--- config.mk ---
export PLATFORM = sky130hd
export DESIGN_NAME = gb3_window
export DESIGN_NICKNAME = d
export VERILOG_FILES = /design/src/design/gb3_pkg.sv /design/src/design/gb3_window.sv
export SDC_FILE = /design/constraint.sdc
export NUM_CORES = 1
export LEC_CHECK = 0
export BUFFER_PORTS_ARGS = -buffer_cell sky130_fd_sc_hd__buf_2
export CAP_MARGIN = 10
export CORE_MARGIN = 2
export CORE_UTILIZATION = 40
export DETAILED_ROUTE_END_ITERATION = 8
export GPL_ROUTABILITY_DRIVEN = 0
export HOLD_SLACK_MARGIN = 0.03
export SYNTH_ARGS = -nofsm -noshare
export SYNTH_HDL_FRONTEND = slang
export SYNTH_SLANG_ARGS = --single-unit
--- constraint.sdc ---
create_clock -name clk -period 8.6 [get_ports clk]
set_input_delay 1.72 -clock clk [delete_from_list [all_inputs] [get_ports clk]]
set_output_delay 1.72 -clock clk [all_outputs]
set_load 0.01 [all_outputs]
--- src/design/gb3_pkg.sv ---
// shared types, constants and register codes for the 3x3 gaussian blur stream
`default_nettype none
package gb3_pkg;

	localparam int MAX_WIDTH_DEFAULT  = 1024;
	localparam int PIXEL_W            = 8;
	localparam int RESULT_W           = 12;
	localparam int FRAME_WIDTH_W      = 11;
	localparam int FRAME_HEIGHT_W     = 16;
	localparam int CFG_IDX_W          = 1;
	localparam int CFG_DATA_W         = 16;
	localparam int FRAME_WIDTH_RESET  = 640;
	localparam int FRAME_HEIGHT_RESET = 480;
	// smallest frame side, and distance from the newest window pixel to the far corner
	localparam int MIN_SIDE           = 3;
	localparam int WIN_REACH          = 2;

	localparam logic [CFG_IDX_W-1:0] CFG_FRAME_WIDTH  = 1'b0;
	localparam logic [CFG_IDX_W-1:0] CFG_FRAME_HEIGHT = 1'b1;

	typedef logic [PIXEL_W-1:0]  pixel_t;
	typedef logic [RESULT_W-1:0] result_t;

	// one line store entry: pixel two rows up and pixel one row up
	typedef struct packed {
		pixel_t upper;
		pixel_t middle;
	} line_pair_t;

endpackage
`default_nettype wire

--- src/design/gb3_window.sv ---
// 3x3 window registers and the 1-2-1 by 1-2-1 weighted sum of the shifted window
`default_nettype none
module gb3_window
	import gb3_pkg::*;
(
	input  wire logic   clk,
	input  wire logic   arst_n,
	input  wire logic   shift,
	input  wire pixel_t top,
	input  wire pixel_t mid,
	input  wire pixel_t pix,
	output result_t     next_sum
);

	pixel_t win_q [3][3];
	pixel_t nw    [3][3];

	// window as it stands after this shift; column 2 is the newest
	always_comb begin
		for (int r = 0; r < 3; r++) begin
			nw[r][0] = win_q[r][1];
			nw[r][1] = win_q[r][2];
		end
		nw[0][2] = top;
		nw[1][2] = mid;
		nw[2][2] = pix;
		next_sum = RESULT_W'(nw[0][0]) + RESULT_W'(nw[0][2])
			+ RESULT_W'(nw[2][0]) + RESULT_W'(nw[2][2])
			+ ((RESULT_W'(nw[0][1]) + RESULT_W'(nw[1][0])
			+ RESULT_W'(nw[1][2]) + RESULT_W'(nw[2][1])) << 1)
			+ (RESULT_W'(nw[1][1]) << 2);
	end

	always_ff @(posedge clk or negedge arst_n) begin
		if (!arst_n) begin
			for (int r = 0; r < 3; r++) begin
				for (int c = 0; c < 3; c++) begin
					win_q[r][c] <= '0;
				end
			end
		end else if (shift) begin
			for (int r = 0; r < 3; r++) begin
				for (int c = 0; c < 3; c++) begin
					win_q[r][c] <= nw[r][c];
				end
			end
		end
	end

endmodule
`default_nettype wire
==> summary.txt <==
Antenna violations before repair - 0
Crit Path Class - in -> out
HP Class - reg -> reg
Number of CTS-inserted buffers - 5
Starting Density - 40.7%
Fin. Hold Viols - 0
CTS tree - yes
Core area - 0.00911 sq mm
Final #Nets - 500
Final Cycle Share - 97.6%
YS warnings - 0
Crit start category - primary input
GR Layer Usage met1 - 17.4%
GRT Total Usage - 14.1%
CP Data Arrival Time - 6.67 ns
Fin. max-slew vios - 0
Area leader, netlist - dfrtp_1
Via density - 4.77
H-tree depth - 2
Die footprint - 0.0100 sq mm
Maximum fanout along the worst path - 3
Clock Root Buffer - clkbuf_8
Total grt overflow - 0
Post-DP HPWL - 5.25 mm
Rel. slew slack - 52.8%
Max-cap violation count - 0
Die height - 100 um
Area after DPL - 0.00407 sq mm
Max reg flops - 48
Required time worst endpoint - 6.88 ns
Final Setup Violations - 0
Final WL - 6.66 mm
Fillers - 896
Number of global-route vias before repair - 2499
Synth Instances - 353
Worst-Margin Slew - 0.708 ns
Commonest non-fill, non-tap cells in the layout - inv_1, dfrtp_1, fa_1, buf_2, nand2_1
DR DRC count - 0
Hold-fix buffers, CTS - 0
Met3 GRT Util - 2.72%
Number of clock sinks - 48
Antenna fix cells - 0
Min Tclk post-route - 8.39 ns
Largest net degree at the start of global routing - 77
Final Cell Area - 0.00430 sq mm
Register area share after synthesis - 32.4%
Net count after synthesis - 452
Gr busiest metal - met2
Post-synthesis register bit count - 48
Most common cell after layout, fill and taps aside - inv_1
PortBufs - 38
IO Pins - 39
P&R area growth vs syn - 16.0%
CTS Buffer Depth - 2
Ranking of synthesized cells by area - dfrtp_1, fa_1, inv_1
Post-synthesis cell type count - 33
Antenna Nets Post-Route - 0
FMAX - 0.119 GHz
Worst Skew - 0.00451 ns
WL/cell - 13.0 um
Worst setup margin - 0.209 ns
Cell area after synthesis - 0.00370 sq mm
Fin Setup TNS - 0 ns
Post-place setup slack - -0.0865 ns
Total number of vias - 2449
First-pass GRT wire length - 11.3 mm
Status - finished, final reports clean
Clock latency on the worst-skew pair - 0.29 ns
Share of layout cells above drive strength 1 - 25.1%
Worst-path clk slew - 0.09 ns
CP Capture Type - output port
Met2 usage - 25.8%
Drt first-iter violations - 60
Layout Utilization - 47.2%
Mapped Avg Cell Area - 10.5 sq um
Yosys top cell area share - 32.4%
Die Wd - 100 um
Drt pass-1 iters - 4
Row count - 35
-- critical path, cell delays in order --
cell and delay [ns]:
buf_4 0.10, inv_2 0.03, fa_1 0.48, fa_1 0.40, inv_1 0.07, ha_2 0.18, inv_2 0.05, fa_2 0.38
buf_4 0.15, xor2_2 0.16, fa_1 0.49, fa_1 0.44, fa_1 0.54, inv_1 0.04, ha_1 0.30, buf_4 0.15
a21o_1 0.16, a41o_2 0.30, o41ai_4 0.24, xnor2_1 0.15, buf_2 0.14
-- worst paths after layout --
path,cells after the start,endpoint,from,slack [ns]
max,21,next_sum[10],mid[1],0.21
min,2,nw[41],nw[33],0.49
max reg2reg,1,nw[8],nw[8],7.78
min reg2reg,2,nw[41],nw[33],0.49
max in group asynchronous,2,nw[62],arst_n,6.71
min in group asynchronous,1,nw[18],arst_n,1.36
-- cells in the mapped netlist, drive strengths merged --
library cell / number
inv: 91
nand4: 1
nor3: 4
buf: 3
and3: 3
o41ai: 1
o21bai: 1
a21o: 4
xor2: 5
clkbuf: 5
xnor2: 8
a31oi: 1
o21a: 1
o311a: 1
or2: 1
and2: 1
nor2b: 1
ha: 26
dfrtp: 48
mux2: 20
a211o: 1
nor2: 6
a41o: 1
a21oi: 9
nand3: 1
a21boi: 1
fa: 46
a2111oi: 1
nand2: 30
o21ai: 31
-- per-layer routing --
| layer | share of wire (%) | vias up |
|---|---|---|
| li1 | - | 1177 |
| met3 | 3.5 | 4 |
| met2 | 53 | 45 |
| met1 | 42 | 1223 |
| met4 | 0.83 | 0 |
| met5 | 0 | - |
-- area by class of cell --
| cell class | instances | area [sq um] | area share (%) |
|---|---|---|---|
| Clock inverter | 2 | 35.0 | 0.815 |
| Tap cell | 111 | 139 | 3.23 |
| Inverter | 91 | 342 | 7.95 |
| Clock buffer | 6 | 72.6 | 1.69 |
| Timing Repair Buffer | 49 | 294 | 6.84 |
| Sequential cell | 48 | 1200 | 27.9 |
| Multi-Input combinational cell | 206 | 2220 | 51.5 |
-- cell families (layout without fill, tap and decap cells) --
group | Yosys count | in the layout | synth area share [%]
buf+inv | 99 | 148 | 10.0
fa+ha+maj | 72 | 72 | 33.6
xor+xnor | 13 | 13 | 3.07
flops | 48 | 48 | 32.4
simple gates | 48 | 48 | 5.71
compound gates | 53 | 53 | 9.05
mux | 20 | 20 | 6.08
-- stage by stage --
step / cells / hold slack, ns
after detailed placement: 503 / 0.470
after global placement: 503 / 0.461
after floorplan: 353 / 0.450
final: 513 / 0.489
after global routing: 513 / 0.509
after CTS: 511 / 0.495
-- repair_timing --
action | 4_1_cts | 5_1_grt
setup buffers | 0 | 1
pin swaps | 7 | 29
endpoints found under the setup margin | 3 | 5
resized for setup | 3 | 17
Power is not shown: default switching activity piles up to over one toggle a cycle in this logic, so the estimate is an artifact.
