--- config.mk ---
export PLATFORM = sky130hd
export DESIGN_NAME = gb3_pos
export DESIGN_NICKNAME = d
export VERILOG_FILES = /design/src/design/gb3_pkg.sv /design/src/design/gb3_pos.sv
export SDC_FILE = /design/constraint.sdc
export NUM_CORES = 1
export LEC_CHECK = 0
export BUFFER_PORTS_ARGS = -buffer_cell sky130_fd_sc_hd__buf_4
export CORE_UTILIZATION = 52
export DETAILED_ROUTE_END_ITERATION = 16
export GPL_ROUTABILITY_DRIVEN = 0
export PLACE_DENSITY = 0.75
export SETUP_SLACK_MARGIN = 0.15
export SLEW_MARGIN = 20
export SYNTH_ARGS = -nofsm -noshare
export SYNTH_HDL_FRONTEND = slang
export SYNTH_SLANG_ARGS = --single-unit
--- constraint.sdc ---
create_clock -name clk -period 3 [get_ports clk]
set_input_delay 0.45 -clock clk [delete_from_list [all_inputs] [get_ports clk]]
set_output_delay 0.45 -clock clk [all_outputs]
set_load 0.02 [all_outputs]
--- src/design/gb3_pkg.sv ---
// shared types, constants and register codes for the 3x3 gaussian blur stream
`default_nettype none
package gb3_pkg;

	localparam int MAX_WIDTH_DEFAULT  = 1024;
	localparam int PIXEL_W            = 8;
	localparam int RESULT_W           = 12;
	localparam int FRAME_WIDTH_W      = 11;
	localparam int FRAME_HEIGHT_W     = 16;
	localparam int CFG_IDX_W          = 1;
	localparam int CFG_DATA_W         = 16;
	localparam int FRAME_WIDTH_RESET  = 640;
	localparam int FRAME_HEIGHT_RESET = 480;
	// smallest frame side, and distance from the newest window pixel to the far corner
	localparam int MIN_SIDE           = 3;
	localparam int WIN_REACH          = 2;

	localparam logic [CFG_IDX_W-1:0] CFG_FRAME_WIDTH  = 1'b0;
	localparam logic [CFG_IDX_W-1:0] CFG_FRAME_HEIGHT = 1'b1;

	typedef logic [PIXEL_W-1:0]  pixel_t;
	typedef logic [RESULT_W-1:0] result_t;

	// one line store entry: pixel two rows up and pixel one row up
	typedef struct packed {
		pixel_t upper;
		pixel_t middle;
	} line_pair_t;

endpackage
`default_nettype wire

--- src/design/gb3_pos.sv ---
// frame geometry registers and the column / row position of the next pixel
`default_nettype none
module gb3_pos
	import gb3_pkg::*;
#(
	parameter int MAX_WIDTH = MAX_WIDTH_DEFAULT,
	parameter int COL_W     = $clog2(MAX_WIDTH_DEFAULT)
) (
	input  wire logic                  clk,
	input  wire logic                  arst_n,
	input  wire logic                  cfg_we,
	input  wire logic [CFG_IDX_W-1:0]  cfg_index,
	input  wire logic [CFG_DATA_W-1:0] cfg_data,
	input  wire logic                  advance,
	output logic [COL_W-1:0]           col,
	output logic                       emit,
	output logic                       last
);

	localparam int CMP_W = (COL_W + 1 > FRAME_WIDTH_W) ? COL_W + 1 : FRAME_WIDTH_W;
	localparam int RST_W_EFF = (FRAME_WIDTH_RESET > MAX_WIDTH) ? MAX_WIDTH
		: FRAME_WIDTH_RESET;
	localparam logic [COL_W-1:0] RST_LAST_COL = COL_W'(RST_W_EFF - 1);
	localparam logic [FRAME_HEIGHT_W-1:0] RST_LAST_ROW =
		FRAME_HEIGHT_W'(FRAME_HEIGHT_RESET - 1);

	logic [COL_W-1:0]          col_q;
	logic [FRAME_HEIGHT_W-1:0] row_q;
	logic [COL_W-1:0]          last_col_q;
	logic [FRAME_HEIGHT_W-1:0] last_row_q;
	logic [CMP_W-1:0]          fw_ext;
	logic [COL_W-1:0]          last_col_new;
	logic [FRAME_HEIGHT_W-1:0] fh;
	logic [FRAME_HEIGHT_W-1:0] last_row_new;

	// clamp width to 3..MAX_WIDTH and height to at least 3
	always_comb begin
		fw_ext = CMP_W'(cfg_data[FRAME_WIDTH_W-1:0]);
		if (fw_ext < CMP_W'(MIN_SIDE)) begin
			last_col_new = COL_W'(MIN_SIDE - 1);
		end else if (fw_ext > CMP_W'(MAX_WIDTH)) begin
			last_col_new = COL_W'(MAX_WIDTH - 1);
		end else begin
			last_col_new = COL_W'(fw_ext - CMP_W'(1));
		end
		fh = cfg_data[FRAME_HEIGHT_W-1:0];
		if (fh < FRAME_HEIGHT_W'(MIN_SIDE)) begin
			last_row_new = FRAME_HEIGHT_W'(MIN_SIDE - 1);
		end else begin
			last_row_new = fh - FRAME_HEIGHT_W'(1);
		end
	end

	always_ff @(posedge clk or negedge arst_n) begin
		if (!arst_n) begin
			col_q      <= '0;
			row_q      <= '0;
			last_col_q <= RST_LAST_COL;
			last_row_q <= RST_LAST_ROW;
		end else if (cfg_we) begin
			// any write restarts the frame
			col_q <= '0;
			row_q <= '0;
			case (cfg_index)
				CFG_FRAME_WIDTH:  last_col_q <= last_col_new;
				CFG_FRAME_HEIGHT: last_row_q <= last_row_new;
				default:          ;
			endcase
		end else if (advance) begin
			if (col_q >= last_col_q) begin
				col_q <= '0;
				if (row_q >= last_row_q) begin
					row_q <= '0;
				end else begin
					row_q <= row_q + FRAME_HEIGHT_W'(1);
				end
			end else begin
				col_q <= col_q + COL_W'(1);
			end
		end
	end

	assign col  = col_q;
	assign emit = (row_q >= FRAME_HEIGHT_W'(WIN_REACH)) && (col_q >= COL_W'(WIN_REACH));
	assign last = (row_q >= last_row_q) && (col_q >= last_col_q);

`ifndef SYNTH
	a_col_in_row: assert property (@(posedge clk) disable iff (!arst_n)
		col_q <= last_col_q) else $error("column past end of row");
	a_row_in_frame: assert property (@(posedge clk) disable iff (!arst_n)
		row_q <= last_row_q) else $error("row past end of frame");
	a_last_is_emitted: assert property (@(posedge clk) disable iff (!arst_n)
		last |-> emit) else $error("frame end on a border pixel");
`endif

endmodule
`default_nettype wire

==> metrics.md, run 1 <==
| Metric | Value |
|---|---|
| Status | complete, but fails checks |
| Failing checks | design-rule violations |
| Crit start category | flip-flop |
| Reg-to-Reg End | row_q[14] |
| Layout area overhead | 12.8% |
| Max-cap viol count | 0 |
| DR iter-0 viols | 177 |
| Slew HR | 0.567 |
| Fin util | 0.617 |
| Vias | 2900 |
| Initial Util | 0.546 |
| Area after DPL | 0.00381 mm2 |
| Pleak | 1.84 nW |
| DR pass1 iterations | 10 |
| Max FO, Critical Path | 7 |
| R2r setup slk | 470 ps |
| Synth cell count leaders | 52 x nand2_1, 36 x dfrtp_1, 34 x inv_1 |
| Slew @ Worst Pin | 649 ps |
| Critical Path RT | 2550 ps |
| GR peak layer | met2 |
| Syn_area_per_cell | 9.12 um2 |
| NumNets Final | 474 |
| CP max stage cell | or4_4 |
| Setup_tns | 0 ps |
| Period utilization | 0.933 |
| Worst-Skew Late Latency | 320 ps |
| Final hold viol count | 0 |
| Cts hold-fix bufs | 0 |
| Clock slew at reported path FFs | 100 ps |
| Critical path depth | 6 |
| Diodes inserted | 0 |
| Die area | 0.00708 mm2 |
| VDD IR max | 0.000228 V |
| Total GRT Usage | 0.239 |
| Largest net degree at the start of global routing | 53 |
| RSZ-0062 raised after global routing | false |
| Core area | 0.00642 mm2 |
| Crit path from | row_q[13] |
| Asr flop ratio synth | 1.00 |
| CTS sink cnt | 52 |
| Tmin final | 2800 ps |
| Critical path class | reg2out |
| Post-Route WL | 7950 um |
| Clock buffer count from CTS | 5 |
| Drt wl/cell | 16.0 um |
| Mapped Area | 0.00351 mm2 |
| Setup crit end | last |
| CP delay by family, top | simple AND/OR/NAND/NOR gates |
| Post-route insts no fill | 498 |
| Power Dens Cells | 409 mW/mm2 |
| Setup WS pre-CTS | 473 ps |
| Top-area cell type share of the netlist area | 0.257 |
| Layout cell share with drive strength beyond 1 | 0.209 |
| Cell count after synthesis | 385 |
| GRT met1 Usage | 0.319 |
| Final setup viols | 0 |
| Worst Path Arrival | 2350 ps |
| Most common cell in the netlist | nand2_1 |
| DRC viols | 2 |
| Post-synth cell types | 48 |
| Num ports | 33 |
| DP Cell Count | 488 |
| Synth top area cells | dfrtp_1 26%, dfstp_2 12%, ha_1 12% |
| Initial antenna violation count | 0 |
| Yosys reg bits | 52 |
| I/O Buffers | 32 |
| Critical Path End Type | output pin |
| Global-route met3 utilization | 0.0354 |
| Vias/cell | 5.82 |
| Fin Clk Skew | 8.89 ps |
| Width of the die | 84.2 um |
| Hold crit path type | in2async |
| Rows | 29 |
| Root buffer cell | clkbuf_8 |
| Maximum clock frequency | 0.357 GHz |
| Vias in the first global route | 2771 |
| Largest area contributor in the netlist | dfrtp_1 |
| Final setup margin | 201 ps |
| Crit path cell chain | ha_1 -> and4_4 -> nand2_1 -> or4_4 -> a31oi_4 -> buf_4 |
| Slew Viols, Final | 0 |
| CTS tree | built |
| Routed Antenna Nets | 0 |
| Htree depth | 2 |
| Die Y | 84.2 um |
| Commonest register cell after synthesis | dfrtp_1 |
| WP buf/inv | 1 |
| Worst Reg-to-Reg Cells | 8 |
| CP max stage delay | 570 ps |
| Clock Path Buffers | 2 |
| Post-synth EDFFs | 0 |
| Met2 Use GR | 0.402 |
| Synth Net Count | 439 |
| R2R Path Start | row_q[0] |
| DP Wirelength | 5960 um |
| GR Overflow Total | 0 |
| Sequential-to-total area share from yosys stat | 0.376 |
| First-pass GRT wire length | 13300 um |
| Syn. warnings | 0 |
| Design area | 0.00396 mm2 |
placed cells by master (no fill, tap or decap), types with 2 or more instances in the layout:
| cell | count |
|---|---|
| nor3_1 | 7 |
| and3_1 | 7 |
| nand2b_1 | 6 |
| o21ai_0 | 15 |
| buf_4 | 37 |
| nand3_1 | 12 |
| clkbuf_8 | 5 |
| dfrtp_1 | 34 |
| nor2b_1 | 6 |
| inv_1 | 34 |
| xor2_1 | 10 |
| nor4_1 | 11 |
| nand4_1 | 5 |
| nand2_1 | 52 |
| o21ai_2 | 10 |
| o21a_1 | 3 |
| ha_1 | 33 |
| o21ai_1 | 10 |
| dfrtp_2 | 2 |
| a22o_1 | 21 |
| a21oi_1 | 11 |
| or4_4 | 3 |
| a31oi_1 | 2 |
| dfstp_2 | 16 |
| and4_1 | 3 |
| a21oi_2 | 2 |
| xnor2_1 | 10 |
| nor2_1 | 29 |
power breakdown:
group          internal (mW)  switching, mW
clock network          0.253          0.250
registers              0.775         0.0389
logic                  0.128          0.174
total                   1.16          0.463
registers in the layout, summed over array words and instances, names as in the netlist:
register	flops
col	10
last_col_q	10
last_row_q	16
row_q	16
area by class of cell:
type | instances | area, um2
Inverter | 34 | 128
Tap cell | 77 | 96.3
Fill cell | 556 | 2460
Sequential cell | 52 | 1320
Timing Repair Buffer | 37 | 278
Clock inverter | 2 | 38.8
Multi-Input combinational cell | 290 | 2020
Clock buffer | 6 | 72.6
what timing repair did:
item | 4_1_cts | 5_1_grt
resized for setup | 1 | 5
endpoints found under the setup margin | 1 | 1
setup buffers | 0 | 2
pin swaps | 0 | 1
hold endpoints to repair | 0 | 0
kinds of logic (layout without fill, tap and decap cells):
logic type,after synthesis,after routing,share of synthesized area
AND/OR/NAND/NOR,147,147,0.214
flip-flops,52,52,0.376
AO/OA/AOI/OAI,89,89,0.186
XOR/XNOR,20,20,0.0499
adder cells (fa/ha/maj),33,33,0.118
multiplexers,1,1,0.00285
buffers and inverters,43,79,0.0524
worst min path at each step:
stage / start / endpoint / slack (ps) / cells past startpoint
2_1_floorplan: arst_n / col[0] / 150 / 0
3_3_place_gp: last_row_q[3] / last_row_q[3] / 460 / 2
3_5_place_dp: last_row_q[3] / last_row_q[3] / 460 / 2
4_1_cts: arst_n / last_row_q[5] / 180 / 1
5_1_grt: arst_n / row_q[12] / 200 / 1
6_report: arst_n / row_q[9] / 140 / 1
routing by layer:
metal	wire length (um)	part of all wire
met5	0	0
met4	126	0.016
met3	358	0.045
met2	3830	0.48
met1	3630	0.46
stage by stage:
stage / hold slack, ps / power [mW]
after floorplan: 154 / 1.02
final: 138 / 1.62
after global placement: 462 / 1.11
after global routing: 202 / 1.70
after CTS: 176 / 1.63
after detailed placement: 463 / 1.13
(Power assumes the default switching activity.)
==> run 2, diff against run 1 <==
--- a/config.mk
+++ b/config.mk
@@ -6,10 +6,10 @@
 export NUM_CORES = 1
 export LEC_CHECK = 0
 export BUFFER_PORTS_ARGS = -buffer_cell sky130_fd_sc_hd__buf_4
-export CORE_UTILIZATION = 52
+export CORE_UTILIZATION = 35
 export DETAILED_ROUTE_END_ITERATION = 16
 export GPL_ROUTABILITY_DRIVEN = 0
-export PLACE_DENSITY = 0.75
+export PLACE_DENSITY = 0.56
 export SETUP_SLACK_MARGIN = 0.15
 export SLEW_MARGIN = 20
 export SYNTH_ARGS = -nofsm -noshare
==> metrics.md, run 2 (synthesized netlist as in run 1, its figures left out) <==
| Metric | Value |
|---|---|
| Root buffer cell | clkbuf_8 (unchanged) |
| Setup WS pre-CTS | 425 ps (was 473 ps) |
| Period utilization | 0.933 (about the same) |
| DRC viols | 0 (was 2) |
| DR iter-0 viols | 68 (was 177) |
| R2r setup slk | 440 ps (was 470 ps) |
| Power Dens Cells | 387 mW/mm2 (was 409 mW/mm2) |
| DP Wirelength | 6070 um (was 5960 um) |
| Layout cell share with drive strength beyond 1 | 0.212 (was 0.209) |
| Critical path class | reg2out (unchanged) |
| R2R Path Start | row_q[9] (was row_q[0]) |
| Clock buffer count from CTS | 5 (unchanged) |
| WP buf/inv | 1 (unchanged) |
| Post-Route WL | 8020 um (was 7950 um) |
| Routed Antenna Nets | 0 (unchanged) |
| Worst Reg-to-Reg Cells | 7 (was 8) |
| GR Overflow Total | 0 (unchanged) |
| Vias/cell | 5.13 (was 5.82) |
| Final hold viol count | 0 (unchanged) |
| Vias in the first global route | 2610 (was 2771) |
| Crit start category | flip-flop (unchanged) |
| Clock Path Buffers | 2 (unchanged) |
| Slew Viols, Final | 0 (unchanged) |
| Status | finished, final reports clean (was complete, but fails checks) |
| Cts hold-fix bufs | 0 (unchanged) |
| CP max stage delay | 570 ps (about the same) |
| Slew HR | 0.548 (was 0.567) |
| Initial antenna violation count | 0 (unchanged) |
| Reg-to-Reg End | row_q[14] (unchanged) |
| Final setup margin | 202 ps (was 201 ps) |
| Pleak | 1.83 nW (was 1.84 nW) |
| First-pass GRT wire length | 13000 um (was 13300 um) |
| Die Y | 102 um (was 84.2 um) |
| DR pass1 iterations | 4 (was 10) |
| CTS tree | built (unchanged) |
| Commonest non-fill, non-tap cell in the layout | nand2_1 (unchanged) |
| Diodes inserted | 0 (unchanged) |
| Drt wl/cell | 14.5 um (was 16.0 um) |
| Worst Path Arrival | 2350 ps (about the same) |
| Htree depth | 2 (unchanged) |
| CP delay by family, top | simple AND/OR/NAND/NOR gates (unchanged) |
| Die area | 0.0104 mm2 (was 0.00708 mm2) |
| Crit path cell chain | ha_1 -> and4_4 -> nand2_1 -> or4_4 -> a31oi_4 -> buf_6 (was ha_1 -> and4_4 -> nand2_1 -> or4_4 -> a31oi_4 -> buf_4) |
| Critical Path RT | 2550 ps (about the same) |
| Worst-Skew Late Latency | 300 ps (was 320 ps) |
| Total GRT Usage | 0.159 (was 0.239) |
| Largest net degree at the start of global routing | 53 (unchanged) |
| Commonest non-fill, non-tap cells in the layout | 52 x nand2_1, 35 x buf_4, 34 x inv_1, 33 x ha_1, 32 x dfrtp_1 (was 52 x nand2_1, 37 x buf_4, 34 x inv_1, 34 x dfrtp_1, 33 x ha_1) |
| Layout area overhead | 14.5% (was 12.8%) |
| Max-cap viol count | 0 (unchanged) |
| Fin Clk Skew | 13.7 ps (was 8.89 ps) |
| Width of the die | 102 um (was 84.2 um) |
| CP max stage cell | or4_4 (unchanged) |
| Hold crit path type | in2async (unchanged) |
| Top flop regs | last_row_q x16, row_q x16 (unchanged) |
| VDD IR max | 0.000198 V (was 0.000228 V) |
| NumNets Final | 473 (was 474) |
| I/O Buffers | 32 (unchanged) |
| Critical Path End Type | output pin (unchanged) |
| Vias | 2839 (was 2900) |
| Tmin final | 2800 ps (about the same) |
| Setup_tns | 0 ps (unchanged) |
| Initial Util | 0.361 (was 0.546) |
| Rows | 36 (was 29) |
| Num ports | 33 (unchanged) |
| Clock slew at reported path FFs | 100 ps (about the same) |
| CTS sink cnt | 52 (unchanged) |
| Max FO, Critical Path | 7 (unchanged) |
| RSZ-0062 raised after global routing | false (unchanged) |
| Maximum clock frequency | 0.357 GHz (about the same) |
| Final setup viols | 0 (unchanged) |
| Core area | 0.00973 mm2 (was 0.00642 mm2) |
| Slew @ Worst Pin | 672 ps (was 649 ps) |
## run 2: cell types whose count changed in the layout (fill, tap and decap cells not counted), sizes merged
cell and delta:
clkbuf +2, buf -1, bufinv -1, inv -1
## run 2: power breakdown
part	switching, mW	total (mW)	internal, mW
registers	0.0374	0.813	0.775
logic	0.172	0.300	0.128
clock network	0.229	0.441	0.211
total	0.439	1.55	1.11
## run 2: cell type report
type | instances | area, um2
Fill cell | 1001 | 5710
Multi-Input combinational cell | 290 | 2020
Sequential cell | 52 | 1330
Timing Repair Buffer | 36 | 274
Tap cell | 133 | 166
Inverter | 34 | 128
Clock buffer | 8 | 100
## run 2: timing repair
action | 4_1_cts | 5_1_grt
pin swaps | 0 | 1
setup endpoints to repair | 1 | 1
resized for setup | 3 | 5
buffers inserted | 0 | 1
## run 2: worst max path at each step
stage / startpoint / endpoint / slack (ps) / cells after the start
2_1_floorplan: last_row_q[8] / last / 530 / 6
3_3_place_gp: last_row_q[8] / last / 440 / 7
3_5_place_dp: row_q[12] / last / 430 / 6
4_1_cts: last_row_q[8] / last / 160 / 7
5_1_grt: last_row_q[8] / last / 150 / 7
6_report: row_q[12] / last / 200 / 6
## run 2: through the flow
step / hold WS, ps / cells / util / power (mW) / instance area, um2
2_1_floorplan: 154 / 385 / - / 1.02 / 3510
3_3_place_gp: 463 / 544 / 0.399 / 1.12 / 3880
3_5_place_dp: 464 / 544 / 0.399 / 1.13 / 3880
4_1_cts: 204 / 552 / 0.410 / 1.58 / 3990
5_1_grt: 238 / 553 / 0.413 / 1.64 / 4020
6_report: 174 / 553 / 0.413 / 1.55 / 4020
## run 2: metal layers
layer,up-vias,GRT usage,share of wire,wire (um)
li1,1433,-,-,-
met1,1351,0.227,0.49,3960
met2,51,0.262,0.47,3800
met3,4,0.0205,0.026,207
met4,0,0.0264,0.0060,48
met5,-,0,0,0
## run 2: worst register-to-register path, cell delays in order, from the launching register on
cell	delay (ps)
dfrtp_1	460
ha_1	330
a21oi_1	170
o21ai_1	150
a2111oi_4	440
nand3_4	230
or4_4	560
o211ai_2	140
